`src/rtl/assert_macros.svh`:
```
// Assertion helpers shared by the RTL files.
// Each check is sampled on the rising clock edge and is disabled while reset is held.
`ifndef ASSERT_MACROS_SVH
`define ASSERT_MACROS_SVH

// The consequent must hold in the same cycle as the antecedent.
`define ASSERT_SAME(lbl, ante, cons, msg) \
  lbl: assert property (@(posedge clk_i) disable iff (!rst_ni) (ante) |-> (cons)) \
    else $error(msg);

// The consequent must hold in the cycle after the antecedent.
`define ASSERT_NEXT(lbl, ante, cons, msg) \
  lbl: assert property (@(posedge clk_i) disable iff (!rst_ni) (ante) |=> (cons)) \
    else $error(msg);

`endif

```
`src/rtl/crit_pkg.sv`:
```
package crit_pkg;

  localparam int unsigned TICK_W = 64;
  localparam int unsigned RATE_W = 32;
  localparam int unsigned ADDR_W = 3;
  localparam int unsigned DAYS_W = 16;
  localparam int unsigned TOTAL_W = 32;

  // Register index decoded from paddr[2].
  localparam logic REG_TICK_RATE = 1'b0;

  localparam logic [TICK_W-1:0] ONE_SEC_NS = 64'd1000000000;
  localparam logic [TICK_W-1:0] NS_MAX_FRAC = 64'd999999999;
  localparam logic [RATE_W-1:0] DEFAULT_RATE_HZ = 32'd24000000;
  localparam logic [31:0] SEC_PER_DAY = 32'd86400;
  localparam logic [20:0] DAYS_PER_ERA = 21'd146097;
  localparam logic [20:0] EPOCH_DAYS = 21'd719468;
  localparam logic [11:0] YEAR_BASE = 12'd2000;
  localparam logic [11:0] YEARS_PER_ERA = 12'd400;

  // Day of year at the first of the month, with March as month zero.
  function automatic logic [8:0] month_start_doy(input logic [3:0] mp);
    logic [8:0] doy;
    case (mp)
      4'd0:    doy = 9'd0;
      4'd1:    doy = 9'd31;
      4'd2:    doy = 9'd61;
      4'd3:    doy = 9'd92;
      4'd4:    doy = 9'd122;
      4'd5:    doy = 9'd153;
      4'd6:    doy = 9'd184;
      4'd7:    doy = 9'd214;
      4'd8:    doy = 9'd245;
      4'd9:    doy = 9'd275;
      4'd10:   doy = 9'd306;
      4'd11:   doy = 9'd337;
      4'd12:   doy = 9'd367;
      4'd13:   doy = 9'd398;
      default: doy = 9'd0;
    endcase
    return doy;
  endfunction

  // Whole centuries within a 400-year era.
  function automatic logic [1:0] era_centuries(input logic [8:0] yoe);
    logic [1:0] c;
    if (yoe >= 9'd300) begin
      c = 2'd3;
    end else if (yoe >= 9'd200) begin
      c = 2'd2;
    end else if (yoe >= 9'd100) begin
      c = 2'd1;
    end else begin
      c = 2'd0;
    end
    return c;
  endfunction

endpackage

```
`src/rtl/crit_div.sv`:
```
module crit_div import crit_pkg::*; (
  input  logic              clk_i,
  input  logic              rst_ni,
  input  logic              start_i,
  input  logic [TICK_W-1:0] dividend_i,
  input  logic [RATE_W-1:0] divisor_i,
  output logic              busy_o,
  output logic              done_o,
  output logic [TICK_W-1:0] quotient_o
);

  localparam int unsigned CNT_W = $clog2(TICK_W);
  localparam logic [CNT_W-1:0] LAST_STEP = CNT_W'(TICK_W - 1);

  logic              busy_q, busy_d;
  logic              done_q, done_d;
  logic [CNT_W-1:0]  cnt_q, cnt_d;
  logic [RATE_W-1:0] rem_q, rem_d;
  logic [TICK_W-1:0] quo_q, quo_d;
  logic [RATE_W:0]   trial;
  logic              fits;

  // Restoring division, one quotient bit per cycle. The dividend shifts out
  // of quo_q from the top while quotient bits enter from the bottom.
  assign trial = {rem_q, quo_q[TICK_W-1]};
  assign fits  = trial >= {1'b0, divisor_i};

  always_comb begin
    busy_d = busy_q;
    done_d = done_q;
    cnt_d  = cnt_q;
    rem_d  = rem_q;
    quo_d  = quo_q;
    if (start_i) begin
      busy_d = 1'b1;
      done_d = 1'b0;
      cnt_d  = '0;
      rem_d  = '0;
      quo_d  = dividend_i;
    end else if (busy_q) begin
      rem_d = fits ? RATE_W'(trial - {1'b0, divisor_i}) : trial[RATE_W-1:0];
      quo_d = {quo_q[TICK_W-2:0], fits};
      cnt_d = cnt_q + 1'b1;
      if (cnt_q == LAST_STEP) begin
        busy_d = 1'b0;
        done_d = 1'b1;
      end
    end
  end

  always_ff @(posedge clk_i or negedge rst_ni) begin
    if (!rst_ni) begin
      busy_q <= 1'b0;
      done_q <= 1'b0;
      cnt_q  <= '0;
    end else begin
      busy_q <= busy_d;
      done_q <= done_d;
      cnt_q  <= cnt_d;
    end
  end

  always_ff @(posedge clk_i) begin
    rem_q <= rem_d;
    quo_q <= quo_d;
  end

  assign busy_o     = busy_q;
  assign done_o     = done_q;
  assign quotient_o = quo_q;

endmodule

```
`src/rtl/calendar_rtc_interpolated_time.sv`:
```
// Channel  Handshake                Payload
// in       in_valid_i / in_stall_o  six RTC bytes, tick_now_i, read_ok_i
// out      out_valid_o / out_stall_i  time_ns_o, reanchored_o
// cfg      APB psel/penable/pwrite  tick_rate_hz at byte address 0
//
// A failed read goes straight to ST_DONE; a read that sets a new anchor first
// passes ST_DAYS to ST_CMP, and an interpolated read then ST_MLO to ST_CLAMP.
// One 32x32 multiplier is shared by the SEC_PER_DAY and ONE_SEC_NS products.
// Reset clears the anchor and the last given time and sets the rate to 24 MHz.
// The input is stalled from acceptance until the result is handed to the
// output register, which waits there while out_stall_i is high.
`include "assert_macros.svh"

module calendar_rtc_interpolated_time import crit_pkg::*; (
  input  logic              clk_i,
  input  logic              rst_ni,
  input  logic              psel,
  input  logic              penable,
  input  logic              pwrite,
  input  logic [ADDR_W-1:0] paddr,
  input  logic [31:0]       pwdata,
  output logic [31:0]       prdata,
  output logic              pready,
  input  logic              in_valid_i,
  output logic              in_stall_o,
  input  logic [7:0]        seconds_byte_i,
  input  logic [7:0]        minutes_byte_i,
  input  logic [7:0]        hours_byte_i,
  input  logic [7:0]        day_byte_i,
  input  logic [7:0]        month_byte_i,
  input  logic [7:0]        year_byte_i,
  input  logic [TICK_W-1:0] tick_now_i,
  input  logic              read_ok_i,
  output logic              out_valid_o,
  input  logic              out_stall_i,
  output logic [TICK_W-1:0] time_ns_o,
  output logic              reanchored_o
);

  localparam logic [3:0] ST_IDLE  = 4'd0;
  localparam logic [3:0] ST_DAYS  = 4'd1;
  localparam logic [3:0] ST_MDAY  = 4'd2;
  localparam logic [3:0] ST_TOD   = 4'd3;
  localparam logic [3:0] ST_MNS   = 4'd4;
  localparam logic [3:0] ST_CMP   = 4'd5;
  localparam logic [3:0] ST_MLO   = 4'd6;
  localparam logic [3:0] ST_MHI   = 4'd7;
  localparam logic [3:0] ST_DLOAD = 4'd8;
  localparam logic [3:0] ST_DIV   = 4'd9;
  localparam logic [3:0] ST_SUM   = 4'd10;
  localparam logic [3:0] ST_CLAMP = 4'd11;
  localparam logic [3:0] ST_DONE  = 4'd12;

  logic [3:0]          state_q, state_d;
  logic [RATE_W-1:0]   rate_q;
  logic [TICK_W-1:0]   last_given_q, last_given_d;
  logic [TICK_W-1:0]   anchor_ns_q, anchor_ns_d;
  logic [TICK_W-1:0]   anchor_ticks_q, anchor_ticks_d;
  logic                anchor_valid_q, anchor_valid_d;
  logic                out_valid_q, out_valid_d;

  logic [5:0]          sec_q, min_q, yr_q;
  logic [4:0]          hour_q, day_q;
  logic [3:0]          mon_q;
  logic [TICK_W-1:0]   tick_q;
  logic [DAYS_W-1:0]   days_q;
  logic [TOTAL_W-1:0]  total_q;
  logic [TICK_W-1:0]   mul_q;
  logic [TICK_W-1:0]   dticks_q;
  logic [TICK_W-1:0]   lo_q;
  logic [TICK_W-1:0]   ns_q;
  logic [TICK_W-1:0]   res_ns_q, res_ns_d;
  logic                res_re_q, res_re_d;
  logic [TICK_W-1:0]   time_ns_q;
  logic                reanchored_q;

  logic                accept;
  logic                out_free;
  logic                cfg_write;
  logic [RATE_W-1:0]   rate_eff;

  logic [31:0]         mul_a, mul_b;
  logic                div_start;
  logic                div_busy;
  logic                div_done;
  logic [TICK_W-1:0]   div_quo;
  logic [TICK_W-1:0]   div_num;
  logic [TICK_W-1:0]   frac_ns;

  logic                early;
  logic [4:0]          mon_full;
  logic [3:0]          mp;
  logic [11:0]         year_adj;
  logic                era_low;
  logic [8:0]          yoe;
  logic [8:0]          doy;
  logic [20:0]         era_days;
  logic [20:0]         doe;
  logic [20:0]         days_sum;
  logic [16:0]         tod;

  assign accept    = in_valid_i && !in_stall_o;
  assign out_free  = !out_valid_q || !out_stall_i;
  assign cfg_write = psel && penable && pwrite && pready;
  assign rate_eff  = (rate_q == '0) ? DEFAULT_RATE_HZ : rate_q;

  assign pready = 1'b1;
  assign prdata = (paddr[2] == REG_TICK_RATE) ? rate_q : 32'd0;

  // Days from civil date. The year lies in 1999..2063 once January and
  // February are counted into the previous year, so the era is 4 or 5.
  always_comb begin
    early    = mon_q <= 4'd1;
    mon_full = {1'b0, mon_q} + 5'd1;
    mp       = early ? 4'(mon_full + 5'd9) : 4'(mon_full - 5'd3);
    year_adj = YEAR_BASE + {6'd0, yr_q} - {11'd0, early};
    era_low  = year_adj < YEAR_BASE;
    yoe      = era_low ? 9'(year_adj - 4 * YEARS_PER_ERA) : 9'(year_adj - 5 * YEARS_PER_ERA);
    doy      = month_start_doy(mp) + {4'd0, day_q};
    era_days = era_low ? 21'(4 * DAYS_PER_ERA) : 21'(5 * DAYS_PER_ERA);
    doe      = 21'({12'd0, yoe} * 21'd365) + {14'd0, yoe[8:2]}
               - {19'd0, era_centuries(yoe)} + {12'd0, doy};
    days_sum = era_days + doe - EPOCH_DAYS;
  end

  assign tod = 17'({12'd0, hour_q} * 17'd3600) + 17'({11'd0, min_q} * 17'd60)
               + {11'd0, sec_q};

  // Operand selection for the shared multiplier.
  always_comb begin
    case (state_q)
      ST_MDAY: begin
        mul_a = {{(32 - DAYS_W){1'b0}}, days_q};
        mul_b = SEC_PER_DAY;
      end
      ST_MNS: begin
        mul_a = total_q;
        mul_b = ONE_SEC_NS[31:0];
      end
      ST_MHI: begin
        mul_a = dticks_q[63:32];
        mul_b = ONE_SEC_NS[31:0];
      end
      default: begin
        mul_a = dticks_q[31:0];
        mul_b = ONE_SEC_NS[31:0];
      end
    endcase
  end

  // Only the low half of the upper partial product survives the 64-bit wrap.
  assign div_num   = lo_q + {mul_q[31:0], 32'd0};
  assign div_start = state_q == ST_DLOAD;
  assign frac_ns   = (div_quo > NS_MAX_FRAC) ? NS_MAX_FRAC : div_quo;

  crit_div u_div (
    .clk_i      (clk_i),
    .rst_ni     (rst_ni),
    .start_i    (div_start),
    .dividend_i (div_num),
    .divisor_i  (rate_eff),
    .busy_o     (div_busy),
    .done_o     (div_done),
    .quotient_o (div_quo)
  );

  always_comb begin
    state_d        = state_q;
    last_given_d   = last_given_q;
    anchor_ns_d    = anchor_ns_q;
    anchor_ticks_d = anchor_ticks_q;
    anchor_valid_d = anchor_valid_q;
    res_ns_d       = res_ns_q;
    res_re_d       = res_re_q;
    out_valid_d    = out_valid_q && out_stall_i;
    case (state_q)
      ST_IDLE: begin
        if (accept) begin
          if (read_ok_i) begin
            state_d = ST_DAYS;
          end else begin
            res_ns_d = last_given_q;
            res_re_d = 1'b0;
            state_d  = ST_DONE;
          end
        end
      end
      ST_DAYS:  state_d = ST_MDAY;
      ST_MDAY:  state_d = ST_TOD;
      ST_TOD:   state_d = ST_MNS;
      ST_MNS:   state_d = ST_CMP;
      ST_CMP: begin
        last_given_d = mul_q;
        if (!anchor_valid_q || mul_q != anchor_ns_q) begin
          anchor_ns_d    = mul_q;
          anchor_ticks_d = tick_q;
          anchor_valid_d = 1'b1;
          res_ns_d       = mul_q;
          res_re_d       = 1'b1;
          state_d        = ST_DONE;
        end else begin
          state_d = ST_MLO;
        end
      end
      ST_MLO:   state_d = ST_MHI;
      ST_MHI:   state_d = ST_DLOAD;
      ST_DLOAD: state_d = ST_DIV;
      ST_DIV: begin
        if (div_done) begin
          state_d = ST_SUM;
        end
      end
      ST_SUM:   state_d = ST_CLAMP;
      ST_CLAMP: begin
        // The sum can only fall below the last value when it wraps.
        if (ns_q < last_given_q) begin
          res_ns_d = last_given_q;
        end else begin
          res_ns_d     = ns_q;
          last_given_d = ns_q;
        end
        res_re_d = 1'b0;
        state_d  = ST_DONE;
      end
      ST_DONE: begin
        if (out_free) begin
          out_valid_d = 1'b1;
          state_d     = ST_IDLE;
        end
      end
      default:  state_d = ST_IDLE;
    endcase
  end

  always_ff @(posedge clk_i or negedge rst_ni) begin
    if (!rst_ni) begin
      state_q        <= ST_IDLE;
      rate_q         <= DEFAULT_RATE_HZ;
      last_given_q   <= '0;
      anchor_ns_q    <= '0;
      anchor_ticks_q <= '0;
      anchor_valid_q <= 1'b0;
      out_valid_q    <= 1'b0;
    end else begin
      state_q        <= state_d;
      last_given_q   <= last_given_d;
      anchor_ns_q    <= anchor_ns_d;
      anchor_ticks_q <= anchor_ticks_d;
      anchor_valid_q <= anchor_valid_d;
      out_valid_q    <= out_valid_d;
      if (cfg_write && paddr[2] == REG_TICK_RATE) begin
        rate_q <= pwdata;
      end
    end
  end

  always_ff @(posedge clk_i) begin
    mul_q    <= 64'(mul_a) * 64'(mul_b);
    res_ns_q <= res_ns_d;
    res_re_q <= res_re_d;
    if (accept) begin
      sec_q  <= seconds_byte_i[5:0];
      min_q  <= minutes_byte_i[5:0];
      hour_q <= hours_byte_i[4:0];
      day_q  <= day_byte_i[4:0];
      mon_q  <= month_byte_i[3:0];
      yr_q   <= year_byte_i[5:0];
      tick_q <= tick_now_i;
    end
    if (state_q == ST_DAYS) begin
      days_q <= days_sum[DAYS_W-1:0];
    end
    if (state_q == ST_TOD) begin
      total_q <= mul_q[TOTAL_W-1:0] + {{(TOTAL_W - 17){1'b0}}, tod};
    end
    if (state_q == ST_CMP) begin
      dticks_q <= tick_q - anchor_ticks_q;
    end
    if (state_q == ST_MHI) begin
      lo_q <= mul_q;
    end
    if (state_q == ST_SUM) begin
      ns_q <= anchor_ns_q + frac_ns;
    end
    if (state_q == ST_DONE && out_free) begin
      time_ns_q    <= res_ns_q;
      reanchored_q <= res_re_q;
    end
  end

  assign in_stall_o   = state_q != ST_IDLE;
  assign out_valid_o  = out_valid_q;
  assign time_ns_o    = time_ns_q;
  assign reanchored_o = reanchored_q;

  `ASSERT_NEXT(a_accept_blocks, accept, in_stall_o, "input taken again right after an item")
  `ASSERT_SAME(a_div_in_state, div_busy, state_q == ST_DIV, "divider runs outside its state")
  `ASSERT_SAME(a_reanchor_valid, out_valid_o && reanchored_o, anchor_valid_q,
               "new anchor reported without a valid anchor")
  `ASSERT_SAME(a_frac_capped, state_q == ST_CLAMP, (ns_q - anchor_ns_q) < ONE_SEC_NS,
               "interpolated fraction reaches a full second")

endmodule
```
`config.mk`:
```
export PLATFORM = sky130hd
export DESIGN_NAME = calendar_rtc_interpolated_time
export DESIGN_NICKNAME = d
export VERILOG_FILES = /design/src/rtl/crit_pkg.sv /design/src/rtl/crit_div.sv /design/src/rtl/calendar_rtc_interpolated_time.sv
export VERILOG_INCLUDE_DIRS = /design/src /design/src/rtl
export SDC_FILE = /design/constraint.sdc
export NUM_CORES = 2
export LEC_CHECK = 0
export ABC_AREA = 1
export BUFFER_PORTS_ARGS = -buffer_cell sky130_fd_sc_hd__buf_2
export CAP_MARGIN = 20
export CORE_UTILIZATION = 25
export DETAILED_ROUTE_END_ITERATION = 10
export GPL_TIMING_DRIVEN = 0
export PLACE_DENSITY = 0.44
export SETUP_SLACK_MARGIN = 0.4
export SYNTH_ARGS = -nofsm -noshare
export SYNTH_HDL_FRONTEND = slang
export SYNTH_HIERARCHICAL = 1
export SYNTH_SLANG_ARGS = --single-unit
```
`constraint.sdc`:
```
create_clock -name clk_i -period 9.9 [get_ports clk_i]
set_input_delay 0.99 -clock clk_i [delete_from_list [all_inputs] [get_ports clk_i]]
set_output_delay 0.99 -clock clk_i [all_outputs]
set_load 0.005 [all_outputs]
```
## Word-level counts from Yosys, hierarchy flattened

Memory sizes are Yosys's and may differ from the RTL's.
Index checks and enable logic that the tools add are counted.

- Order comparisons: 8
- Add/sub/neg operators: 21
- Mux-type cells: 40
- Equal/unequal tests: 19
- $mul: 4
- Reduce and logical (&&, ||, !) cells: 23
- Bitwise logic cells: 1

Operator list:

| operator | number |
|---|---|
| $mux W64 | 7 |
| $pmux W64 S3 | 1 |
| $add A64 B64 Y64 | 2 |
| $pmux W64 S2 | 1 |
| $mux W32 | 3 |
| $pmux W32 S3 | 1 |
| $gt A64 B30 Y1 const B | 1 |
| $lt A64 B64 Y1 | 1 |
| $mul A32 B32 Y64 | 1 |
| $ne A64 B64 Y1 | 1 |
| $sub A64 B64 Y64 | 1 |
| $pmux W4 S13 | 1 |
| $ge A33 B32 Y1 | 1 |
| $add A32 B17 Y32 | 1 |
| $logic_not A32 Y1 | 1 |
| $sub A32 B32 Y32 | 1 |
| $mux W30 | 1 |
| $mux W4 | 6 |
| $eq A4 B4 Y1 const B | 5 |
| $add A17 B12 Y17 | 1 |
| $add A17 B6 Y17 | 1 |
| $add A16 B10 Y16 | 1 |
| $add A16 B16 Y16 | 1 |
| $add A16 B7 Y16 | 1 |
| other kinds (42) | 74 |

- Memories kept: 1
- Bits of input ports: 155
- Register bits: 864
- Output and inout port bits: 100
- Bits in read-only memories: 144

Memory list:

| memory | depth | bits a word | rd ports | clocked after memory_dff | write ports | line | RTL |
|---|---|---|---|---|---|---|---|
| (name not given) | 16 | 9 | 1 | 0 | 0 | crit_pkg.sv:24 | `case (mp)` |

## Logic depth before layout (Yosys ltp)

- Depth in word-level cells: 12
- Gate-level depth with buffers: 48

## Hierarchy

Netlist, hierarchy kept.

Modules (own cells, without submodules):

| module | times used | area each (um^2) | cells each |
|---|---|---|---|
| calendar_rtc_interpolated_time | 1 | 64440.6 | 7277 |
| crit_div | 1 | 7230.7 | 1062 |

## Least setup slack after synthesis

OpenSTA, ideal clock, no wires.

- Kind: reg-to-reg
- Start point: reg state_q[3]
- End point: reg mul_q[51]
- Stages on the path, launching flop included: 28
- Period minus slack after synthesis: 8.751 ns
- Buffers on the path: 2
- Setup time: 0.072 ns
- Path slack: 1.149 ns
- Arrival time: 8.679 ns
- Path through: dfrtp_1 nor2_2 inv_2 nor2_2 buf_2 buf_1 nand2_1 nand3_1 fa_1 fa_1 inv_1 fa_1 fa_1 fa_1 fa_1 inv_1 fa_1 ha_1 ha_1 nand2_1 nor4_1 inv_1 o21ai_0 inv_1 nand2_1 nand2_1 nand2_1 xor2_1

- Cells in the longest elaborated chain, start to end: 3

Ends and longest elaborated chain:

| what | line | RTL |
|---|---|---|
| from (decl) | calendar_rtc_interpolated_time.sv:54 | `logic [3:0] state_q, state_d;` |
| from (signal assigned) | calendar_rtc_interpolated_time.sv:245 | `state_q <= state_d;` |
| $eq A4 B3 Y1 or $eq A4 B2 Y1 (tied branches) | calendar_rtc_interpolated_time.sv:131 | `case (state_q)` |
| $pmux W32 S3 or $mux W30 (tied branches) | calendar_rtc_interpolated_time.sv:131 |  |
| $mul A32 B32 Y64 (*) | calendar_rtc_interpolated_time.sv:258 | `mul_q <= 64'(mul_a) * 64'(mul_b);` |
| to (signal assigned) | calendar_rtc_interpolated_time.sv:258 |  |
| to (decl) | calendar_rtc_interpolated_time.sv:68 | `logic [TICK_W-1:0] mul_q;` |

Mark *: on every way between the ends. The rest lies on a longest branch, timed or not.
A chain may end at the register's enable or synchronous reset.

## Worst setup path in the final report

Ends and elaborated chain as after synthesis.

==> qor.yml <==
die:
  dieHeight_um: 537
  boundaryPins: 255
  die_w_um: 537
  rows: 196
  die_area_um2: 289000
  initial_core_util: 0.251
  core_area_um2: 285000
synthesis:
  ys_seq_elements: 843
  synthCells: 8339
  synth_area_um2: 71700
  synth_edf_count: 523
  synth.distinct_cells: 59
  yosysSeqAreaShare: 0.325
  synth_flop_cell: "edfxtp_1"
  ys_warn_count: 6
  avgSynthCellArea_um2: 8.59
  synth_async_sr_flop_share: 0.274
detailed_routing:
  antenna_left: 0
  post_drt_via_cell_ratio: 4.42
  dr.pass1.iters: 6
  vias: 56000
  drc: 0
  wire_per_inst_um: 19.4
  drtIter0Drc: 3194
  wl_mm: 245
flow_run:
  drv_cap: 0
min_path:
  hold_class: "in2async"
clocking:
  clock_sinks: 843
  clk_pin_slew_worst_paths_ns: 0.07
  clkLatencyLatePin_ns: 0.88
  clockBufferDepth: 4
  hold_buffers: 0
  numCtsBuffers: 108
  h-tree-depth: 3
  root_buffer: "clkbuf_16"
  cts_tree: "built"
setup_path:
  cp_common_cell: "nand2_1"
  critPathCaptureType: "flop"
  critPathArrivalTime_ns: 9.86
  criticalPathCategory: "reg2reg"
  crit_slowest_cell: "o21ai_0"
  cpPeakStageDelay_ns: 0.61
  start_kind: "flop"
  crit_fanout: 9
  cp_data_required_time_ns: 10.63
sta:
  min_period_ns: 9.13
  finalCritPeriodShare: 0.922
  report.final.slew_viol_count: 0
  setup_violations: 0
  rsz0062_at_grt: "true"
  skew_ns: 0.0987
  tns_ns: 0
  worst_slew_pin_slew_ns: 1.16
  hold_viol: 0
  max_freq_mhz: 110
  slew_headroom: 0.229
layout:
  layout_common_cells: "nand2_1, inv_1, ha_1"
  drive_above_1_share: 0.0747
  final_common_cell: "nand2_1"
  fin_util: 0.288
  final_nets: 10300
  syn2layout_area_growth_pct: 14.6
placed_design:
  port_buffers: 234
  hpwl_mm: 210
  gp_congestion: 0.945
global_routing:
  grt_use_total: 0.169
  gr-total-overflow: 0
  grt_max_degree: 74
  grt_pass1_wl_mm: 365
  antenna_found_initial: 16
  grt_pass1_vias: 57700
outcome:
  outcome: "finished, final reports clean"
-- sequential cells by signal (all words and copies together) (netlist names), 4 cells and up --
| register | cells |
|---|---|
| anchor_ticks_q | 64 |
| dticks_q | 64 |
| last_given_q | 64 |
| ns_q | 64 |
| res_ns_q | 64 |
| tick_q | 64 |
| time_ns_o | 64 |
| u_div/quotient_o | 64 |
| anchor_ns_q | 57 |
| lo_q | 57 |
| mul_q | 57 |
| rate_q | 32 |
| total_q | 32 |
| u_div/rem_q | 32 |
| days_q | 16 |
| min_q | 6 |
| sec_q | 6 |
| u_div/cnt_q | 6 |
| yr_q | 6 |
| day_q | 5 |
| hour_q | 5 |
| mon_q | 4 |
| state_q | 4 |
-- worst paths after layout --
| check | startpoint | end | slack, ns | cells past startpoint |
|---|---|---|---|---|
| min in group clk_i | res_ns_q[50] | time_ns_o[50] | 0.35 | 0 |
| min | rst_ni | anchor_ticks_q[44] | 0.08 | 1 |
| max reg2reg | state_q[3] | mul_q[51] | 0.77 | 32 |
| min reg2reg | res_ns_q[50] | time_ns_o[50] | 0.35 | 0 |
| max in group asynchronous | rst_ni | rate_q[12] | 8.28 | 4 |
| max | state_q[3] | mul_q[51] | 0.77 | 32 |
-- cell families (layout without fill, tap and decap cells) --
family	count (synthesis)	after routing	share of synthesized area
AO/OA/AOI/OAI	1034	1034	0.0822
XOR/XNOR	267	267	0.0326
adder cells (fa/ha/maj)	1350	1350	0.287
buffers and inverters	1838	2299	0.0997
flip-flops	843	843	0.325
other	2	100	0.000105
AND/OR/NAND/NOR	3005	3005	0.174
-- metrics by stage --
| stage | setup WS, ns | instance area (um2) | hold WS [ns] | std cells |
|---|---|---|---|---|
| 3_3_place_gp | -1.89 | 77900 | 0.407 | 12400 |
| 4_1_cts | 0.418 | 82000 | 0.0452 | 12600 |
| 2_1_floorplan | 1.15 | 72000 | 0.400 | 8430 |
| 5_1_grt | 0.370 | 82200 | 0.0805 | 12700 |
| 3_5_place_dp | -0.551 | 78400 | 0.405 | 12500 |
| 6_report | 0.770 | 82200 | 0.0792 | 12700 |
-- cells in the mapped netlist (29+ instances only) --
| master | count | area, um2 |
|---|---|---|
| a21oi_2 | 60 | 526 |
| edfxtp_1 | 523 | 15700 |
| dfrtp_1 | 221 | 5530 |
| o21ai_0 | 296 | 1480 |
| nor3_1 | 59 | 295 |
| nand4_1 | 69 | 432 |
| a31oi_1 | 39 | 244 |
| buf_2 | 37 | 185 |
| inv_1 | 1652 | 6200 |
| o21bai_1 | 40 | 300 |
| ha_1 | 863 | 10800 |
| o21ai_1 | 29 | 145 |
| nor4_1 | 29 | 181 |
| clkbuf_1 | 96 | 360 |
| nor2_1 | 662 | 2480 |
| fa_1 | 487 | 9750 |
| o22ai_1 | 67 | 419 |
| nand2_1 | 1688 | 6340 |
| xor2_1 | 193 | 1690 |
| nand3_1 | 411 | 2060 |
| a21oi_1 | 415 | 2080 |
| dfxtp_1 | 89 | 1780 |
| xnor2_1 | 74 | 648 |
-- layer usage --
metal / vias up / global-route usage / wire [um]
met5: - / 0 / 0
met4: 0 / 0.0440 / 6560
met3: 249 / 0.0216 / 10400
met2: 1083 / 0.287 / 115000
met1: 27100 / 0.225 / 113000
li1: 27600 / - / -
-- area by class of cell --
type / instances / area (um2)
fillers: 30800 / 203000
multi-input cells: 5749 / 41700
flip-flops and latches: 843 / 23300
inverters: 1669 / 6270
well taps: 3762 / 4710
clock buffers: 127 / 2860
repair buffers: 264 / 1690
plain buffers: 169 / 888
clock inverters: 70 / 756
diodes: 7 / 17.5
-- critical path: cells and delay by family, from the launching register on --
kind                       cells  cell delay, ns
AOI/OAI and AO/OA              2            0.85
buffers and inverters          8            1.13
xor gates and xnor gates       1            0.22
and+or+nand+nor               12            2.35
adders and majority gates      9            4.06
DFF                            1            0.42
-- what timing repair did --
action | 4_1_cts | 5_1_grt
gates resized for setup | 9 | 16
cloned | 0 | 0
pin swaps | 1 | 3
buffers inserted | 0 | 5
setup endpoints to repair | 38 | 31
Power is not shown: default switching activity piles up to over one toggle a cycle in this logic, so the estimate is an artifact.
